## config.mk

```make
export PLATFORM = sky130hd
export DESIGN_NAME = noise_gate_decision_logic
export DESIGN_NICKNAME = d
export VERILOG_FILES = /design/src/rtl/core/ngd_pkg.sv /design/src/rtl/core/ngd_front.sv /design/src/rtl/core/ngd_fifo.sv /design/src/rtl/core/ngd_back.sv /design/src/rtl/core/noise_gate_decision_logic.sv
export SDC_FILE = /design/constraint.sdc
export NUM_CORES = 2
export LEC_CHECK = 0
export ABC_AREA = 0
export BUFFER_PORTS_ARGS = -buffer_cell sky130_fd_sc_hd__buf_2
export CAP_MARGIN = 20
export CORE_MARGIN = 2
export CORE_UTILIZATION = 45
export CTS_CLUSTER_SIZE = 16
export DETAILED_ROUTE_END_ITERATION = 6
export GPL_TIMING_DRIVEN = 1
export PLACE_DENSITY_LB_ADDON = 0.1
export SYNTH_ARGS = -nofsm -noshare
export SYNTH_HDL_FRONTEND = slang
export SYNTH_SLANG_ARGS = --single-unit
```

## constraint.sdc

```tcl
create_clock -name clk_i -period 19.2 [get_ports clk_i]
set_input_delay 1.92 -clock clk_i [delete_from_list [all_inputs] [get_ports clk_i]]
set_output_delay 1.92 -clock clk_i [all_outputs]
set_load 0.005 [all_outputs]
```

## src/rtl/core/ngd_pkg.sv

```systemverilog
// ----------------------------------------------------------------------------
// Noise gate decision package
// Shared types, constants and helper functions for the gate decision core.
// ----------------------------------------------------------------------------
package ngd_pkg;

  // Width of the hold counter.
  localparam int HOLD_BITS = 16;

  // Depth of the queue between the classifier and the gate sequencer.
  localparam int FIFO_DEPTH = 2;
  localparam int FIFO_PTR_W = (FIFO_DEPTH > 1) ? $clog2(FIFO_DEPTH) : 1;
  localparam int FIFO_CNT_W = $clog2(FIFO_DEPTH + 1);

  // Configuration register indexes.
  localparam logic [1:0] REG_OPEN_THRESHOLD = 2'd0;
  localparam logic [1:0] REG_CLOSE_FACTOR   = 2'd1;
  localparam logic [1:0] REG_HOLD_LENGTH    = 2'd2;

  // Configuration reset values.
  localparam logic [15:0] OPEN_THRESHOLD_RST = 16'd65;
  localparam logic [15:0] CLOSE_FACTOR_RST   = 16'd46396;
  localparam logic [15:0] HOLD_LENGTH_RST    = 16'd7200;

  // Leak weights in Q0.16.
  localparam logic [16:0] W_TRANSIENT = 17'd62259;
  localparam logic [16:0] W_SLOW      = 17'd64881;

  // Score targets.
  localparam logic [15:0] SCORE_FULL = 16'd65535;
  localparam logic [15:0] SCORE_HALF = 16'd32768;
  localparam logic [15:0] SCORE_ZERO = 16'd0;

  // Output phase codes.
  localparam logic [2:0] GP_CLOSED  = 3'd0;
  localparam logic [2:0] GP_OPENING = 3'd1;
  localparam logic [2:0] GP_OPEN    = 3'd2;
  localparam logic [2:0] GP_HOLDING = 3'd3;
  localparam logic [2:0] GP_CLOSING = 3'd4;

  // Confidence target class decided by the front end.
  typedef enum logic [1:0] {
    CT_ZERO = 2'd0,
    CT_HALF = 2'd1,
    CT_FULL = 2'd2
  } conf_tgt_e;

  // Gate phase, one-hot.
  typedef enum logic [4:0] {
    PH_CLOSED  = 5'b00001,
    PH_OPENING = 5'b00010,
    PH_OPEN    = 5'b00100,
    PH_HOLDING = 5'b01000,
    PH_CLOSING = 5'b10000
  } phase_e;

  // One classified sample as it travels from front end to back end.
  typedef struct packed {
    logic                 trans_hit;   // large sample-to-sample jump
    logic                 sus_hit;     // magnitude close to follower level
    conf_tgt_e            conf_tgt;    // confidence target class
    logic                 gain_full;   // gain at or above 0.99
    logic                 gain_low;    // gain at or below 1/100
    logic [22:0]          rms100;      // rms level times 100
    logic [15:0]          thr;         // open threshold
    logic [31:0]          thr_cf;      // threshold times close factor
    logic [HOLD_BITS-1:0] hold_load;   // saturated hold length
  } ngd_item_t;

  // Leaky score update: (s*w + f*(1-w) + 0.5) in Q0.16.  The sum never
  // exceeds 65535 after the shift, so no saturation is needed.
  function automatic logic [15:0] leak(input logic [15:0] s, input logic [16:0] w,
                                       input logic [15:0] f);
    logic [31:0] acc;
    acc = 32'(s) * 32'(w) + 32'(f) * 32'(17'h10000 - w) + 32'd32768;
    return acc[31:16];
  endfunction

  // Score value for a confidence target class.
  function automatic logic [15:0] conf_value(input conf_tgt_e t);
    logic [15:0] v;
    case (t)
      CT_FULL: v = SCORE_FULL;
      CT_HALF: v = SCORE_HALF;
      default: v = SCORE_ZERO;
    endcase
    return v;
  endfunction

endpackage

```

## src/rtl/core/ngd_front.sv

```systemverilog
// ----------------------------------------------------------------------------
// Noise gate front end
// Accepts samples, classifies them against the detector thresholds and holds
// the classified beat until the queue takes it.
// ----------------------------------------------------------------------------
module ngd_front (
  input  logic                clk_i,
  input  logic                rst_ni,
  input  logic                push,
  output logic                full,
  input  logic signed [15:0]  sample_in_i,
  input  logic signed [15:0]  previous_sample_i,
  input  logic [15:0]         follower_level_i,
  input  logic [15:0]         rms_level_i,
  input  logic [16:0]         gain_now_i,
  input  logic [15:0]         open_threshold_i,
  input  logic [15:0]         close_factor_i,
  input  logic [15:0]         hold_length_i,
  output logic                item_valid_o,
  output ngd_pkg::ngd_item_t  item_o,
  input  logic                queue_full_i
);
  import ngd_pkg::*;

  logic               valid_q, valid_d;
  ngd_item_t          item_q, item_d;
  logic               accept;
  logic               advance;
  logic signed [16:0] diff;
  logic [15:0]        jump;
  logic [15:0]        mag;
  logic [15:0]        dev;
  logic [31:0]        rms_scaled;
  logic [31:0]        thr_hi;
  logic [31:0]        thr_lo;
  logic [23:0]        gain100;

  // The holding stage moves on whenever the queue has room.
  assign advance      = !valid_q || !queue_full_i;
  assign full         = !advance;
  assign accept       = push && advance;
  assign item_valid_o = valid_q;
  assign item_o       = item_q;

  // Classification of the incoming sample.
  always_comb begin
    diff       = 17'(sample_in_i) - 17'(previous_sample_i);
    jump       = diff[16] ? 16'(-diff) : diff[15:0];
    mag        = sample_in_i[15] ? 16'(-17'(sample_in_i)) : sample_in_i[15:0];
    dev        = (follower_level_i > mag) ? (follower_level_i - mag)
                                          : (mag - follower_level_i);
    // Ratio test rms/(thr + 1e-5) against 1.2 and 0.8, scaled to integers.
    rms_scaled = 32'(rms_level_i) * 32'd15625;
    thr_hi     = 32'(open_threshold_i) * 32'd18750 + 32'd6144;
    thr_lo     = 32'(open_threshold_i) * 32'd12500 + 32'd4096;
    gain100    = 24'(gain_now_i) * 24'd100;

    item_d.trans_hit = (20'(jump) * 20'd10) > 20'd32768;
    item_d.sus_hit   = (19'(dev) * 19'd5) < 19'd32768;
    if (rms_scaled > thr_hi) begin
      item_d.conf_tgt = CT_FULL;
    end else if (rms_scaled < thr_lo) begin
      item_d.conf_tgt = CT_ZERO;
    end else begin
      item_d.conf_tgt = CT_HALF;
    end
    item_d.gain_full = gain100 >= 24'd6488064;
    item_d.gain_low  = gain100 <= 24'd65536;
    item_d.rms100    = 23'(rms_level_i) * 23'd100;
    item_d.thr       = open_threshold_i;
    item_d.thr_cf    = 32'(open_threshold_i) * 32'(close_factor_i);
    if (32'(hold_length_i) > 32'((64'd1 << HOLD_BITS) - 64'd1)) begin
      item_d.hold_load = '1;
    end else begin
      item_d.hold_load = HOLD_BITS'(hold_length_i);
    end
  end

  // Valid flag of the holding stage.
  always_comb begin
    valid_d = valid_q;
    if (accept) begin
      valid_d = 1'b1;
    end else if (valid_q && !queue_full_i) begin
      valid_d = 1'b0;
    end
  end

  always_ff @(posedge clk_i or negedge rst_ni) begin
    if (!rst_ni) begin
      valid_q <= 1'b0;
    end else begin
      valid_q <= valid_d;
    end
  end

  // Payload register, loaded on each accepted beat.
  always_ff @(posedge clk_i) begin
    if (accept) begin
      item_q <= item_d;
    end
  end

endmodule

```

## src/rtl/core/ngd_fifo.sv

```systemverilog
// ----------------------------------------------------------------------------
// Noise gate decoupling queue
// Short first-in first-out queue of classified beats between the front end
// and the gate sequencer.
// ----------------------------------------------------------------------------
module ngd_fifo (
  input  logic               clk_i,
  input  logic               rst_ni,
  input  logic               push_i,
  input  ngd_pkg::ngd_item_t data_i,
  output logic               full_o,
  input  logic               pop_i,
  output ngd_pkg::ngd_item_t data_o,
  output logic               valid_o
);
  import ngd_pkg::*;

  ngd_item_t               mem_q [FIFO_DEPTH];
  logic [FIFO_PTR_W-1:0]   wr_ptr_q, wr_ptr_d;
  logic [FIFO_PTR_W-1:0]   rd_ptr_q, rd_ptr_d;
  logic [FIFO_CNT_W-1:0]   count_q, count_d;
  logic                    do_push;
  logic                    do_pop;

  assign full_o  = count_q == FIFO_CNT_W'(FIFO_DEPTH);
  assign valid_o = count_q != '0;
  assign data_o  = mem_q[rd_ptr_q];
  assign do_push = push_i && !full_o;
  assign do_pop  = pop_i && valid_o;

  // Pointer and fill count update.
  always_comb begin
    wr_ptr_d = wr_ptr_q;
    rd_ptr_d = rd_ptr_q;
    count_d  = count_q;
    if (do_push) begin
      wr_ptr_d = (wr_ptr_q == FIFO_PTR_W'(FIFO_DEPTH - 1)) ? '0 : wr_ptr_q + 1'b1;
    end
    if (do_pop) begin
      rd_ptr_d = (rd_ptr_q == FIFO_PTR_W'(FIFO_DEPTH - 1)) ? '0 : rd_ptr_q + 1'b1;
    end
    if (do_push && !do_pop) begin
      count_d = count_q + 1'b1;
    end else if (do_pop && !do_push) begin
      count_d = count_q - 1'b1;
    end
  end

  always_ff @(posedge clk_i or negedge rst_ni) begin
    if (!rst_ni) begin
      wr_ptr_q <= '0;
      rd_ptr_q <= '0;
      count_q  <= '0;
    end else begin
      wr_ptr_q <= wr_ptr_d;
      rd_ptr_q <= rd_ptr_d;
      count_q  <= count_d;
    end
  end

  // Storage write.
  always_ff @(posedge clk_i) begin
    if (do_push) begin
      mem_q[wr_ptr_q] <= data_i;
    end
  end

`ifndef SYNTH
  a_count_bound: assert property (@(posedge clk_i) disable iff (!rst_ni)
    count_q <= FIFO_CNT_W'(FIFO_DEPTH))
    else $error("queue fill count beyond depth");
`endif

endmodule

```

## src/rtl/core/ngd_back.sv

```systemverilog
// ----------------------------------------------------------------------------
// Noise gate sequencer
// Updates the leaky scores, forms the adaptive threshold and steps the
// five-phase gate with its hold counter; results go to an output register.
// ----------------------------------------------------------------------------
module ngd_back (
  input  logic               clk_i,
  input  logic               rst_ni,
  input  logic               item_valid_i,
  input  ngd_pkg::ngd_item_t item_i,
  output logic               item_pop_o,
  output logic               empty,
  input  logic               pop,
  output logic [2:0]         gate_phase_o,
  output logic               target_open_o,
  output logic [15:0]        confidence_out_o
);
  import ngd_pkg::*;

  phase_e               phase_q, phase_d;
  logic                 target_q, target_d;
  logic [HOLD_BITS-1:0] hold_q, hold_d;
  logic [15:0]          conf_q, conf_d;
  logic [15:0]          trans_q, trans_d;
  logic [15:0]          sus_q, sus_d;
  logic                 out_valid_q, out_valid_d;
  logic [2:0]           out_phase_q;
  logic                 out_target_q;
  logic [15:0]          out_conf_q;
  logic                 step;
  logic                 trans_high;
  logic                 sustain_conf;
  logic [22:0]          athr;
  logic [39:0]          close_ref;
  logic [39:0]          rms_wide;
  logic                 above;
  logic                 below_close;
  logic                 c_gt3;
  logic                 c_lt3;
  logic                 c_gt4;
  logic                 c_gt7;
  logic                 c_lt5;
  logic [2:0]           phase_code;

  // A sample is processed when the output register is free or being drained.
  assign step       = item_valid_i && (!out_valid_q || pop);
  assign item_pop_o = step;
  assign empty      = !out_valid_q;

  // Score updates.
  always_comb begin
    trans_d = leak(trans_q, W_TRANSIENT, item_i.trans_hit ? SCORE_FULL : SCORE_ZERO);
    sus_d   = leak(sus_q, W_SLOW, item_i.sus_hit ? SCORE_FULL : SCORE_ZERO);
    conf_d  = leak(conf_q, W_SLOW, conf_value(item_i.conf_tgt));
  end

  // Adaptive threshold: x0.8 on a transient, x1.1 on a confident sustain, x0.88 on both.
  always_comb begin
    trans_high   = (20'(trans_d) * 20'd10) > 20'd458752;
    sustain_conf = ((20'(sus_d) * 20'd10) > 20'd458752)
                && ((20'(conf_d) * 20'd10) > 20'd524288);
    c_gt3        = (20'(conf_d) * 20'd10) > 20'd196608;
    c_lt3        = (20'(conf_d) * 20'd10) < 20'd196608;
    c_gt4        = (20'(conf_d) * 20'd10) > 20'd262144;
    c_gt7        = (20'(conf_d) * 20'd10) > 20'd458752;
    c_lt5        = (17'(conf_d) * 17'd2) < 17'd65536;
    rms_wide     = 40'({item_i.rms100, 16'd0});
    case ({trans_high, sustain_conf})
      2'b10: begin
        athr      = 23'(item_i.thr) * 23'd80;
        close_ref = 40'(item_i.thr_cf) * 40'd80;
      end
      2'b11: begin
        athr      = 23'(item_i.thr) * 23'd88;
        close_ref = 40'(item_i.thr_cf) * 40'd88;
      end
      2'b01: begin
        athr      = 23'(item_i.thr) * 23'd110;
        close_ref = 40'(item_i.thr_cf) * 40'd110;
      end
      default: begin
        athr      = 23'(item_i.thr) * 23'd100;
        close_ref = 40'(item_i.thr_cf) * 40'd100;
      end
    endcase
    above       = item_i.rms100 > athr;
    below_close = rms_wide < close_ref;
  end

  // Gate phase transitions.
  always_comb begin
    phase_d  = phase_q;
    target_d = target_q;
    hold_d   = hold_q;
    case (phase_q)
      PH_CLOSED: begin
        if (above && c_gt3) begin
          phase_d  = PH_OPENING;
          target_d = 1'b1;
        end
      end
      PH_OPENING: begin
        if (item_i.gain_full) begin
          phase_d = PH_OPEN;
          hold_d  = item_i.hold_load;
        end else if (below_close && c_lt3) begin
          phase_d  = PH_CLOSING;
          target_d = 1'b0;
        end
      end
      PH_OPEN: begin
        if (below_close && c_lt5) begin
          phase_d = PH_HOLDING;
        end
      end
      PH_HOLDING: begin
        if (hold_q != '0) begin
          hold_d = hold_q - 1'b1;
          if (above || c_gt7) begin
            phase_d = PH_OPEN;
            hold_d  = item_i.hold_load;
          end
        end else begin
          phase_d  = PH_CLOSING;
          target_d = 1'b0;
        end
      end
      PH_CLOSING: begin
        if (item_i.gain_low) begin
          phase_d = PH_CLOSED;
        end else if (above && c_gt4) begin
          phase_d  = PH_OPENING;
          target_d = 1'b1;
        end
      end
      default: begin
        phase_d  = PH_CLOSED;
        target_d = 1'b0;
      end
    endcase
  end

  // Output phase code.
  always_comb begin
    case (phase_d)
      PH_OPENING: phase_code = GP_OPENING;
      PH_OPEN:    phase_code = GP_OPEN;
      PH_HOLDING: phase_code = GP_HOLDING;
      PH_CLOSING: phase_code = GP_CLOSING;
      default:    phase_code = GP_CLOSED;
    endcase
  end

  // Output register valid flag.
  always_comb begin
    out_valid_d = out_valid_q;
    if (step) begin
      out_valid_d = 1'b1;
    end else if (pop) begin
      out_valid_d = 1'b0;
    end
  end

  always_ff @(posedge clk_i or negedge rst_ni) begin
    if (!rst_ni) begin
      phase_q     <= PH_CLOSED;
      target_q    <= 1'b0;
      hold_q      <= '0;
      conf_q      <= '0;
      trans_q     <= '0;
      sus_q       <= '0;
      out_valid_q <= 1'b0;
    end else begin
      out_valid_q <= out_valid_d;
      if (step) begin
        phase_q  <= phase_d;
        target_q <= target_d;
        hold_q   <= hold_d;
        conf_q   <= conf_d;
        trans_q  <= trans_d;
        sus_q    <= sus_d;
      end
    end
  end

  // Result payload.
  always_ff @(posedge clk_i) begin
    if (step) begin
      out_phase_q  <= phase_code;
      out_target_q <= target_d;
      out_conf_q   <= conf_d;
    end
  end

  assign gate_phase_o     = out_phase_q;
  assign target_open_o    = out_target_q;
  assign confidence_out_o = out_conf_q;

`ifndef SYNTH
  a_target_phase: assert property (@(posedge clk_i) disable iff (!rst_ni)
    target_q == (phase_q == PH_OPENING || phase_q == PH_OPEN || phase_q == PH_HOLDING))
    else $error("gain target disagrees with gate phase");
  a_closed_exit: assert property (@(posedge clk_i) disable iff (!rst_ni)
    (phase_q == PH_CLOSED) |=> (phase_q == PH_CLOSED || phase_q == PH_OPENING))
    else $error("closed gate left for a phase other than opening");
  a_hold_expiry: assert property (@(posedge clk_i) disable iff (!rst_ni)
    (step && phase_q == PH_HOLDING && hold_q == '0) |=> (phase_q == PH_CLOSING))
    else $error("expired hold did not start closing");
`endif

endmodule

```

## src/rtl/core/noise_gate_decision_logic.sv

```systemverilog
// ----------------------------------------------------------------------------
// Noise gate decision logic
// Per-sample gate decision with leaky detector scores, adaptive threshold,
// hysteresis and a hold counter.
// ----------------------------------------------------------------------------
// Usage:
// Samples enter through a queue-style port: a beat is taken at a clock edge
// where push is high and full is low. Results leave the same way: while
// empty is low the oldest result sits on the result ports, and it is taken
// at an edge where pop is high. One result is produced per sample.
// Configuration registers are written through the cfg channel (index and
// data, valid and ready); ready is always high. Write them only when no
// sample is in flight.
// A sample passes the front holding register, a queue entry and the output
// register; one sample is taken every cycle while results are drained; the
// rate is set by the single sequencer score and gate update, once per cycle.
// When pop is held low, the output register, the two-entry queue and the
// front holding stage fill in turn, after which full rises; nothing is lost.
// Reset sets the gate closed with a zero gain target, clears all scores and
// the hold counter, and loads the default threshold, hysteresis factor and
// hold length.
// ----------------------------------------------------------------------------
module noise_gate_decision_logic (
  input  logic               clk_i,
  input  logic               rst_ni,
  input  logic               push,
  output logic               full,
  input  logic signed [15:0] sample_in_i,
  input  logic signed [15:0] previous_sample_i,
  input  logic [15:0]        follower_level_i,
  input  logic [15:0]        rms_level_i,
  input  logic [16:0]        gain_now_i,
  output logic               empty,
  input  logic               pop,
  output logic [2:0]         gate_phase_o,
  output logic               target_open_o,
  output logic [15:0]        confidence_out_o,
  input  logic               cfg_valid_i,
  output logic               cfg_ready_o,
  input  logic [1:0]         cfg_index_i,
  input  logic [15:0]        cfg_data_i
);
  import ngd_pkg::*;

  logic [15:0] open_threshold_q;
  logic [15:0] close_factor_q;
  logic [15:0] hold_length_q;
  logic        front_valid;
  ngd_item_t   front_item;
  logic        queue_full;
  logic        queue_valid;
  ngd_item_t   queue_item;
  logic        queue_pop;

  // Configuration registers.
  assign cfg_ready_o = 1'b1;

  always_ff @(posedge clk_i or negedge rst_ni) begin
    if (!rst_ni) begin
      open_threshold_q <= OPEN_THRESHOLD_RST;
      close_factor_q   <= CLOSE_FACTOR_RST;
      hold_length_q    <= HOLD_LENGTH_RST;
    end else if (cfg_valid_i && cfg_ready_o) begin
      case (cfg_index_i)
        REG_OPEN_THRESHOLD: open_threshold_q <= cfg_data_i;
        REG_CLOSE_FACTOR:   close_factor_q   <= cfg_data_i;
        REG_HOLD_LENGTH:    hold_length_q    <= cfg_data_i;
        default: begin
        end
      endcase
    end
  end

  // Classifier.
  ngd_front u_front (
    .clk_i             (clk_i),
    .rst_ni            (rst_ni),
    .push              (push),
    .full              (full),
    .sample_in_i       (sample_in_i),
    .previous_sample_i (previous_sample_i),
    .follower_level_i  (follower_level_i),
    .rms_level_i       (rms_level_i),
    .gain_now_i        (gain_now_i),
    .open_threshold_i  (open_threshold_q),
    .close_factor_i    (close_factor_q),
    .hold_length_i     (hold_length_q),
    .item_valid_o      (front_valid),
    .item_o            (front_item),
    .queue_full_i      (queue_full)
  );

  // Decoupling queue.
  ngd_fifo u_fifo (
    .clk_i   (clk_i),
    .rst_ni  (rst_ni),
    .push_i  (front_valid),
    .data_i  (front_item),
    .full_o  (queue_full),
    .pop_i   (queue_pop),
    .data_o  (queue_item),
    .valid_o (queue_valid)
  );

  // Gate sequencer.
  ngd_back u_back (
    .clk_i            (clk_i),
    .rst_ni           (rst_ni),
    .item_valid_i     (queue_valid),
    .item_i           (queue_item),
    .item_pop_o       (queue_pop),
    .empty            (empty),
    .pop              (pop),
    .gate_phase_o     (gate_phase_o),
    .target_open_o    (target_open_o),
    .confidence_out_o (confidence_out_o)
  );

endmodule
```

* Word level (Yosys, flattened, before mapping)
Memories as Yosys holds them, arrays and structs flattened.
Index checks and enable logic that the tools add are counted.
** Storage, ports and cells
- Bits in registers :: 235
- Bits in writable memories :: 182
- Bits of input ports :: 104
- Memories :: 1
** Memory list
- u_fifo.mem_q :: words 2, bits a word 91, read ports 1, clocked after memory_dff 0, wr ports 1, RTL line ngd_fifo.sv:18 : ngd_item_t mem_q [FIFO_DEPTH];
** Operators by class
- $add $sub $neg :: 18
- Multipliers :: 25
- Magnitude comparators :: 17
- Equal/unequal tests :: 19
- Mux-type cells :: 40
- Reductions and logical operators :: 31
** Operators with widths (number)
- $mux 16 :: 8
- $pmux 39 s3 :: 1
- $mul 16x3->19 const B :: 6
- $add 32x16->32 const B :: 3
- $mul 16x16->32 const B :: 3
- $gt 20x19->1 const B :: 4
- $pmux 23 s3 :: 1
- $add 32x26->32 :: 2
- $pmux 16 s2 :: 2
- $mul 16x14->30 const B :: 2
- $mul 16x12->28 const B :: 2
- $mul 16x10->26 const B :: 2
- $mul 16x5->21 const B :: 2
- $mux 5 :: 8
- $lt 39x39->1 :: 1
- $mul 32x6->38 const B :: 1
- $mul 32x5->37 const B :: 1
- $mul 32x4->36 const B :: 1
- $mul 32x3->35 const B :: 1
- $add 31x13->32 const B :: 1
- $add 32x28->32 :: 1
- $gt 30x32->1 :: 1
- $lt 30x32->1 :: 1
- $mul 16x16->32 :: 1
- 43 further kinds :: 94

* Logic depth before layout (Yosys ltp)
An unclocked memory read counts as a cell.
- Depth in word-level cells :: 18
- Depth in mapped cells :: 62
- Depth with buffers taken out :: 56

* Cells and area by module
Synthesis repeated with hierarchy kept, for this count alone.
** Second synthesis, totals
- Cell total of the unflattened synthesis :: 8921
- Area total of the unflattened synthesis :: 84676.2 sq um
** Modules (own cells, without submodules)
- ngd_back :: times used 1, cells an instance 5037, area each 44420.1 sq um, sequential area each 2378.5 sq um
- ngd_front :: times used 1, cells an instance 3472, area each 31490.2 sq um, sequential area each 2757.6 sq um
- ngd_fifo :: times used 1, cells an instance 308, area each 6920.4 sq um, sequential area each 5685.5 sq um
- noise_gate_decision_logic :: times used 1, cells an instance 104, area each 1845.5 sq um, sequential area each 1219.9 sq um

* Worst setup path after synthesis
OpenSTA, ideal clock, no wires.
- Path type :: reg2reg
- Start point :: register u_fifo.rd_ptr_q
- End point :: register u_back.hold_q[8]
- Setup time :: 136 ps
- Arrival time :: 13717 ps
- Setup slack :: 5347 ps
- Stages on the path, launching flop included :: 58
- Path buffers :: 9
- Cell sequence :: dfrtp_1 -> buf_1 -> clkbuf_1 -> buf_1 -> clkbuf_1 -> mux2i_1 -> ha_1 -> clkbuf_1 -> xor2_1 -> ha_1 -> inv_1 -> fa_1 -> fa_1 -> fa_1 -> inv_1 -> fa_1 -> inv_1 -> fa_1 -> [22 not listed] -> a2111oi_0 -> o21ai_1 -> buf_4 -> buf_2 -> mux2_2 -> a21oi_1 -> ha_1 -> a21o_1 -> a21o_1 -> a221oi_1 -> o221ai_1 -> a41oi_1 -> nor2_1 -> nor4_4 -> clkbuf_1 -> o21ai_0 -> a21oi_1 -> a21oi_1
** On the way
- Longest elaborated chain between the ends :: 16
- Elaborated cells between the ends (all ways) :: 39
** RTL lines
- start, declared :: RTL line ngd_fifo.sv:20 : logic [FIFO_PTR_W-1:0] rd_ptr_q, rd_ptr_d;
- start signal, assigned :: RTL line ngd_fifo.sv:56 : rd_ptr_q <= rd_ptr_d;
- $mem_v2 2x91 (*)
- $eq 2x1->1 or $eq 2x2->1 (tied branches) :: RTL line ngd_pkg.sv:82 : case (t)
- $pmux 16 s2 (*) :: RTL line ngd_pkg.sv:82
- $mul 16x10->26 (*) :: RTL line ngd_pkg.sv:75 : acc = 32'(s) * 32'(w) + 32'(f) * 32'(17'h10000 - w) + 32'd32768;
- $add 32x26->32 (*) :: RTL line ngd_pkg.sv:75
- $add 32x16->32 (*) :: RTL line ngd_pkg.sv:75
- net u_back.conf_d[13] :: RTL line ngd_back.sv:23 : logic [15:0] conf_q, conf_d;
- $mul 16x3->19 (*) :: RTL line ngd_back.sv:61, ngd_back.sv:65
- $gt 20x20->1 :: RTL line ngd_back.sv:61 : && ((20'(conf_d) * 20'd10) > 20'd524288);
- $logic_and 1x1->1 :: RTL line ngd_back.sv:61
- $eq 2x1->1 or $eq 2x2->1 (tied branches) :: RTL line ngd_back.sv:68 : case ({trans_high, sustain_conf})
- $pmux 23 s3 :: RTL line ngd_back.sv:68
- $gt 23x23->1 :: RTL line ngd_back.sv:86 : above = item_i.rms100 > athr;
- $logic_or 1x1->1 (*) :: RTL line ngd_back.sv:119 : if (above || c_gt7) begin
- $mux 16 (*) :: RTL line ngd_back.sv:119
- $mux 16 (*) :: RTL line ngd_back.sv:117 : if (hold_q != '0) begin
- $pmux 16 s2 (*) :: RTL line ngd_back.sv:95 : case (phase_q)
- end signal, assigned :: RTL line ngd_back.sv:178 : hold_q <= hold_d;
- end, declared :: RTL line ngd_back.sv:22 : logic [HOLD_BITS-1:0] hold_q, hold_d;
Mark *: on every way through the listed nets, which the timed path passes. The rest lies on a longest branch. The select of a mux whose other input is x is not followed.
A chain may end at the register's enable or synchronous reset.

* Final worst setup path
- Start point :: register u_fifo.rd_ptr_q
- End point :: register u_back.hold_q[6]
Same word-level chain as after synthesis.

==> metrics.csv <==
metric,value,unit
status,"complete, no violations",
numCtsBuffers,44,
synth_compound_area_frac,0.109,
drv_cap,0,
die_x,432,µm
synth_top_family_by_area,adder cells,
finalHoldViolCount,0,
synth_area,0.0826,mm²
crit_path_end_kind,register,
die_y,432,µm
yosys.area_share.adder,0.494,
dp_hpwl,172,mm
grt_pass1_wl,329,mm
syn_nets,11400,
min_period_over_period,0.806,
slew_violations,0,
final_common_cell,inv_1,
grt_pass1_vias,61000,
path_max_fanout,83,
finalNetCount,11500,
syn_avg_cell_area,9.55,µm²
io_buffers,125,
layout_common_cells,"inv_1, ha_1, fa_1, nand2_1, a21oi_1",
dr.pass1.iters,6,
finalNonFillerCells,11200,
clock_latency,640,ps
synth_cell_type_count,100,
cts_tree,done,
cpPeakStageDelay,750,ps
wirelength,203,mm
rsz0062_at_grt,no,
synthFlopType,edfxtp_1,
tightestPinTransition,1000,ps
areaGrowthSynthToFinish,6.43,%
synth_edf_count,293,
drt_iter0_drc,2764,
place_inst,11100,
overflow,0,
ys_async_sr_fraction,0.297,
clock_skew,54.6,ps
core,0.183,mm²
synth_top_area_share,0.250,
gp_congestion,0.898,
cpMaxStageDelayCell,dfrtp_4,
synth_area_leaders,"fa_1, ha_1, edfxtp_1, inv_1, dfrtp_1",
ios,127,
yosysWarnings,0,
ys_seq_elements,417,
fmax,64.6,MHz
drc,0,
crit_top_cell,fa_1,
yosys.area_share.simple,0.0924,
hp-class,register to register,
period_needed,15470,ps
wl_per_cell,18.1,µm
cts_resized,0,
grt_max_degree,84,
relSlewSlack,0.328,
yosys.area_share.xor_xnor,0.0456,
cts_setup_buffers,0,
utilization,0.481,
rows,157,
clk_pin_slew_worst_paths,70,ps
initial_core_util,0.452,
ys_seq_area_frac,0.144,
final_antenna_net_count,0,
required,19750,ps
synthMuxAreaShare,0.0220,
cts_hold_repair.buffers,0,
viasPerCell,5.28,
ctsLongestPathBuffers,3,
cp.arrival,16020,ps
vias,59100,
die-area,0.187,mm²
h-tree-depth,2,
cts_sinks,417,
syn_inst,8649,
clk_root_buffer_cell,clkbuf_16,
finalSetupTns,0,ps
start_kind,register,
drive_gt1_frac,0.0504,
antenna_found_initial,11,
worstSetupPathType,register to register,
setup_viol,0,
grt_use_total,0.220,
yosysTopAreaCell,fa_1,
==> routing by layer <==
| metal | share of wire | GRT usage | vias to the layer above |
|---|---|---|---|
| met1 | 0.47 | 0.309 | 29100 |
| met2 | 0.47 | 0.374 | 898 |
| met5 | 0.00010 | 0 | - |
| met3 | 0.030 | 0.0136 | 209 |
| li1 | - | - | 28900 |
| met4 | 0.022 | 0.0477 | 4 |
==> final timing paths <==
path | from | end | slack, ps | cells past startpoint
worst max-delay path | u_fifo.rd_ptr_q | u_back.hold_q[6] | 3730 | 53
worst min-delay path | u_front.item_o[42] | u_fifo.mem_q[0][42] | 440 | 0
worst max register to register | u_fifo.rd_ptr_q | u_back.hold_q[6] | 3730 | 53
worst min register to register | u_front.item_o[42] | u_fifo.mem_q[0][42] | 440 | 0
max in group asynchronous | rst_ni | open_threshold_q[4] | 16120 | 3
min in group asynchronous | rst_ni | u_back.sus_q[0] | 1240 | 1
==> through the flow <==
step / hold WS (ps) / area [µm²] / setup WS [ps]
after detailed placement: 430 / 86300 / 3840
after global placement: 424 / 86300 / 4140
after floorplan: 419 / 82600 / 5350
after global routing: 450 / 87900 / 2690
final: 438 / 87900 / 3730
after CTS: 442 / 87900 / 3820
==> cells in the mapped netlist (13+ instances only) <==
library cell  number
a31oi_1           40
nand3_1           93
o21ai_0          347
nor3_1           134
o211ai_1          45
nor2_1           289
nor2b_1           67
a211oi_1          59
edfxtp_1         293
o31ai_1           25
a21o_1           157
a21oi_1          348
nor4_1            24
fa_1            1030
or3_1             56
nand2_1          534
o21a_1            59
nor3b_1           13
or2_2             28
a211o_1           14
mux2_2            75
o22ai_1           26
and3_1            45
dfstp_2           16
nand2b_1          70
nand3b_1          19
a21boi_0          26
o221ai_1          16
ha_1            1615
nand4_1           47
xnor2_1          270
dfrtp_1          108
buf_1             13
clkbuf_1         100
inv_1           1901
a2111oi_0         13
and2_1           110
a22o_1            16
mux2i_1           95
xor2_1           158
o21bai_1          47
==> layout make-up <==
type / instances / area (µm²)
fillers: 17400 / 94800
multi-input cells: 6204 / 63100
flip-flops and latches: 417 / 11900
inverters: 1903 / 7140
well taps: 2385 / 2980
repair buffers: 205 / 1230
clock buffers: 56 / 1180
clock inverters: 26 / 344
diodes: 4 / 10.0
==> critical path: cells and delay by family, from the launching register on <==
kind | cells | cell delay (ps)
AOI/OAI and AO/OA | 19 | 4400
xor gates and xnor gates | 1 | 220
adders and majority gates | 11 | 4910
buffers and inverters | 7 | 1650
DFF | 1 | 750
muxes | 1 | 530
and+or+nand+nor | 14 | 2800
==> sequential cells by signal (all words and copies together), names as in the netlist, 2 cells and up <==
name / cells
u_fifo.mem_q: 182
u_front.item_o: 91
close_factor_q: 16
hold_length_q: 16
open_threshold_q: 16
u_back.conf_q: 16
u_back.confidence_out_o: 16
u_back.hold_q: 16
u_back.sus_q: 16
u_back.trans_q: 16
u_back.phase_q: 5
u_back.gate_phase_o: 3
u_fifo.count_q: 2
==> cells by family after synthesis <==
kind of cell	after synthesis
mux	171
buf+inv	2028
other cells	1
simple gates	1570
fa+ha+maj	2645
xor+xnor	429
compound gates	1388
flops	417
Power is not shown: default switching activity piles up to over one toggle a cycle in this logic, so the estimate is an artifact.
